[config.mk]
export PLATFORM = sky130hd
export DESIGN_NAME = ppts_rsp
export DESIGN_NICKNAME = d
export VERILOG_FILES = /design/src/hdl/ppts_pkg.sv /design/src/hdl/ppts_rsp.sv
export SDC_FILE = /design/constraint.sdc
export NUM_CORES = 1
export LEC_CHECK = 0
export ABC_AREA = 1
export BUFFER_PORTS_ARGS = -buffer_cell sky130_fd_sc_hd__buf_2
export CORE_MARGIN = 2
export CORE_UTILIZATION = 46
export CTS_CLUSTER_DIAMETER = 120
export DETAILED_ROUTE_END_ITERATION = 16
export PLACE_DENSITY = 0.85
export SKIP_LAST_GASP = 1
export SLEW_MARGIN = 20
export SYNTH_ARGS = -nofsm -noshare
export SYNTH_HDL_FRONTEND = slang
export SYNTH_SLANG_ARGS = --single-unit
[constraint.sdc]
create_clock -name clock -period 0.8 [get_ports clock]
set_input_delay 0.08 -clock clock [delete_from_list [all_inputs] [get_ports clock]]
set_output_delay 0.08 -clock clock [all_outputs]
set_load 0.01 [all_outputs]
[src/hdl/ppts_pkg.sv]
// Package for the preemptive priority task scheduler.
// Heap entry and result types, sequencer states and ordering function.
// No dependencies.
`default_nettype none
package ppts_pkg;

   localparam int ENT_W = 88;

   localparam logic ACT_ARRIVE = 1'b0;
   localparam logic ACT_DRAIN  = 1'b1;

   localparam logic RES_DONE   = 1'b0;
   localparam logic RES_REJECT = 1'b1;

   typedef struct packed {
      logic [15:0] task_id;
      logic [31:0] arrival;
      logic [31:0] remaining;
      logic [7:0]  prio;
   } ent_type;

   typedef struct packed {
      logic        emit;
      logic        flush;
      logic [15:0] id;
      logic [31:0] fin;
      logic        status;
   } res_type;

   typedef enum logic [3:0] {
      ST_IDLE,
      ST_TOP_RD,
      ST_TOP_CHK,
      ST_DEL_RD,
      ST_DEL_LATCH,
      ST_SD_L,
      ST_SD_R,
      ST_SD_R2,
      ST_SD_CMP,
      ST_INS,
      ST_INS_L,
      ST_INS_R,
      ST_FINISH
   } state_type;

   // true when a must run ahead of b
   function automatic logic runs_before(ent_type a, ent_type b);
      logic r;
      if (a.prio != b.prio) begin
         r = (a.prio > b.prio);
      end else begin
         r = (a.arrival < b.arrival);
      end
      return r;
   endfunction

endpackage
`default_nettype wire

[src/hdl/ppts_rsp.sv]
// Result stage: holds one result back so the final transfer of an item is marked.
// Depends on ppts_pkg.
`default_nettype none
module ppts_rsp (
   input  wire logic             clock,
   input  wire logic             reset,
   input  wire ppts_pkg::res_type res,
   output logic                  rsp_valid,
   output logic [15:0]           rsp_done_id,
   output logic [31:0]           rsp_finish_time,
   output logic                  rsp_status,
   output logic                  rsp_last_result
);
   import ppts_pkg::*;

   logic        pend_valid_ff, pend_valid_in;
   logic [15:0] pend_id_ff, pend_id_in;
   logic [31:0] pend_fin_ff, pend_fin_in;
   logic        pend_st_ff, pend_st_in;
   logic        out_valid_ff, out_valid_in;
   logic        out_last_ff, out_last_in;
   logic [15:0] out_id_ff;
   logic [31:0] out_fin_ff;
   logic        out_st_ff;

   always_comb begin
      pend_valid_in = pend_valid_ff;
      pend_id_in    = pend_id_ff;
      pend_fin_in   = pend_fin_ff;
      pend_st_in    = pend_st_ff;
      out_valid_in  = 1'b0;
      out_last_in   = 1'b0;
      priority if (res.emit) begin
         out_valid_in  = pend_valid_ff;
         pend_valid_in = 1'b1;
         pend_id_in    = res.id;
         pend_fin_in   = res.fin;
         pend_st_in    = res.status;
      end else if (res.flush) begin
         out_valid_in  = pend_valid_ff;
         out_last_in   = 1'b1;
         pend_valid_in = 1'b0;
      end
   end

   always_ff @(posedge clock) begin
      if (reset) begin
         pend_valid_ff <= 1'b0;
         out_valid_ff  <= 1'b0;
      end else begin
         pend_valid_ff <= pend_valid_in;
         out_valid_ff  <= out_valid_in;
      end
      pend_id_ff  <= pend_id_in;
      pend_fin_ff <= pend_fin_in;
      pend_st_ff  <= pend_st_in;
      out_last_ff <= out_last_in;
      out_id_ff   <= pend_id_ff;
      out_fin_ff  <= pend_fin_ff;
      out_st_ff   <= pend_st_ff;
   end

   assign rsp_valid       = out_valid_ff;
   assign rsp_done_id     = out_id_ff;
   assign rsp_finish_time = out_fin_ff;
   assign rsp_status      = out_st_ff;
   assign rsp_last_result = out_last_ff;

endmodule
`default_nettype wire

==> summary.md <==
| Metric | Value |
|---|---|
| Core ar. | ~5400 sq um |
| NumNets Final | between 300 and 400 |
| Starting Density | 46.8% |
| Critical-path top delay cell | dfxtp_2 |
| Slew @ Worst Pin | 0.148 ns |
| Class of the tightest hold or removal check | input pin to register |
| I/O pins | about 100 |
| WP buf/inv | 1 |
| WP data arrival | 0.82 ns |
| Hold Path Stages | 3 |
| GP Congestion | 0.661 |
| Row count | 27 |
| CP startpoint kind | register |
| Reg2reg setup slack | 0.19 ns |
| Fill cells | 304 |
| Most frequent cells in the layout | buf_2, dlygate4sd3_1, edfxtp_1 |
| Final wirelength | 5780 um |
| Share of the synthesized area in the top cell type | 57.8% |
| Detailed-route via count | around 1500 |
| RSZ-0062 raised after global routing | yes |
| Final Max Tran Viols | 0 |
| Worst Path Max Fanout | 1 |
| FF+latch count, synth | 101 |
| Total GRT Usage | 18.3% |
| Maximum VDD drop | roughly 0.002 V |
| DIE AREA | about 6100 sq um |
| Tmin final | 0.902 ns |
| Yosys cell types | 6 |
| Root Driver | clkbuf_8 |
| H-Tree Depth | 3 |
| Status | complete, but fails checks |
| Setup repair bufs after CTS | 0 |
| Max frequency | between 1 and 1.5 GHz |
| Psw | approximately 2200 uW |
| CP peak stage delay | 0.36 ns |
| Final hold viol count | 0 |
| Routed WL per cell | 16.3 um |
| Critical path's top delay family | flip-flops |
| Residual DRC | 0 |
| CP required | 0.72 ns |
| CP Cell Sequence | buf_6 |
| Top cells by area, synth | edfxtp_1, dfxtp_1, nand2_1, nor2_1, inv_1 |
| Largest net degree at the start of global routing | 28 |
| Die height | approximately 78 um |
| Reg area | 2550 sq um |
| Placed Area | 3190 sq um |
| CTS tree | built |
| Initial DRC count | 52 |
| Sequential share of power | 61.3% |
| Vias in the first global route | 1593 |
| Clock latency on the worst-skew pair | about 0.35 ns |
| Register-to-Register Path Depth | 2 |
| Slew headroom | between 90% and 100% |
| ANT nets after route | 0 |
| Element type at the critical path end | primary output |
| Share of layout cells above drive strength 1 | 53.9% |
| Tot Pwr | between 9000 and 10000 uW |
| Layout Area Growth over Synthesis | 61.6% |
| Switching share of total power | 22.1% |
| Initial antenna violation count | 0 |
| Design Area, Final | 4120 sq um |
| Setup violators final | 51 |
| GRT Residual Overflow | 0 |
| Worst Clk Skew | between 0.015 and 0.02 ns |
| Synth Warn # | 0 |
| Dpl hpwl | 2760 um |
| Failing checks | setup timing |
| Max-Cap Viols | 0 |
| Critical path class | register to primary output |
| First-pass GRT wire length | around 8000 um |
| Clk slew on worst S/H paths | 0.10 ns |
| Synth Area per Inst | 23.2 sq um |
| Combinational share of power | 8.9% |
| Drt pass-1 iters | 4 |
| Critical R2R Capture | rsp_valid |
| Origin of the critical flop-to-flop path | pend_valid_ff |
| Antenna diode instance count | 0 |
| # clock sinks | 101 |
| Register area share after synthesis | 98.6% |
| Hold Path End | rsp_last_result |
| Most common cell after layout, fill and taps aside | buf_2 |
| HP Start | res[50] |
| Place WS | 0.0564 ns |
| Clock share of power | 29.8% |
| Multi-input gate area | 27.5 sq um |
| Port bufs | 103 |
| Die Wd | 78.4 um |
| Area leader, netlist | edfxtp_1 |
| Pleak | 0.00174 uW |
| Pwr/cell area | 2380 nW/um^2 |
| Cts bufs inserted | 9 |
| Mapped Cells | 110 |
| Critical path depth | 1 |
| Fin crit share | 113% |
| Clock Tree Buf Depth | 2 |
| Power Internal | 7640 uW |
| Post-Syn Area | 2550 sq um |
| Post-route worst setup slack | -0.102 ns |
| Vias/cell | 4.26 |
| Synthesized netlist net count | roughly 160 |
-- per-layer routing --
metal,global-route usage (%),share of wire [%],vias to the layer above
met5,0,0,-
met4,8.42,0.74,0
met3,7.59,10,5
met2,31.4,54,83
met1,19.7,35,703
li1,-,-,717
-- how the worst max path moves through the flow --
stage | start | to | slack [ns]
2_1_floorplan | pend_valid_ff | pend_valid_ff | 0.30
3_3_place_gp | res[50] | pend_id_ff[15] | 0.08
3_5_place_dp | res[50] | pend_fin_ff[26] | 0.06
4_1_cts | rsp_done_id[11] | rsp_done_id[11] | -0.11
5_1_grt | rsp_done_id[4] | rsp_done_id[4] | -0.13
6_report | rsp_finish_time[7] | rsp_finish_time[7] | -0.10
-- power groups by stage --
stage	logic [uW]	clock network (uW)	registers, uW
5_1_grt	926	3180	6040
4_1_cts	751	2940	5950
3_5_place_dp	521	0	6050
3_3_place_gp	509	0	6030
2_1_floorplan	10.4	0	6140
6_report	875	2920	6010
-- kinds of logic after synthesis --
group	after synthesis	share of synthesized area [%]
buf+inv	2	0.295
simple gates	7	1.08
flops	101	98.6
-- repair_timing --
action / 4_1_cts / 5_1_grt
gates cloned: 0 / 0
hold endpoints to repair: 52 / 0
hold buffers: 51 / 0
gates resized for setup: 18 / 47
setup endpoints to repair: 51 / 51
pin swaps: 0 / 0
-- final cells by class --
type	count	share of cell area, %
Clock buffer	10	3.34
Sequential cell	101	62.0
Multi-Input combinational cell	7	0.668
Clock inverter	6	1.06
Inverter	2	0.182
Tap cell	72	2.19
Timing Repair Buffer	156	30.6
-- registers in the layout (all words and copies together), names as in the netlist --
signal / cells
pend_fin_ff: 32
rsp_finish_time: 32
pend_id_ff: 16
rsp_done_id: 16
pend_st_ff: 1
pend_valid_ff: 1
rsp_last_result: 1
rsp_status: 1
rsp_valid: 1
-- cells in the mapped netlist --
master	instances
dfxtp_1	52
nor2_1	3
nand3_1	1
edfxtp_1	49
inv_1	2
nand2_1	3
-- per-stage QoR --
step                cells  setup TNS (ns)  hold WS (ns)  util (%)
floorplan             110               0         0.152         -
global placement      287               0         0.256      58.7
detailed placement    287               0         0.258      58.7
CTS                   354           -4.48         0.143      72.7
global route          354           -5.11         0.180      75.7
finish                354           -3.27         0.158      75.7
(Power assumes the default switching activity.)
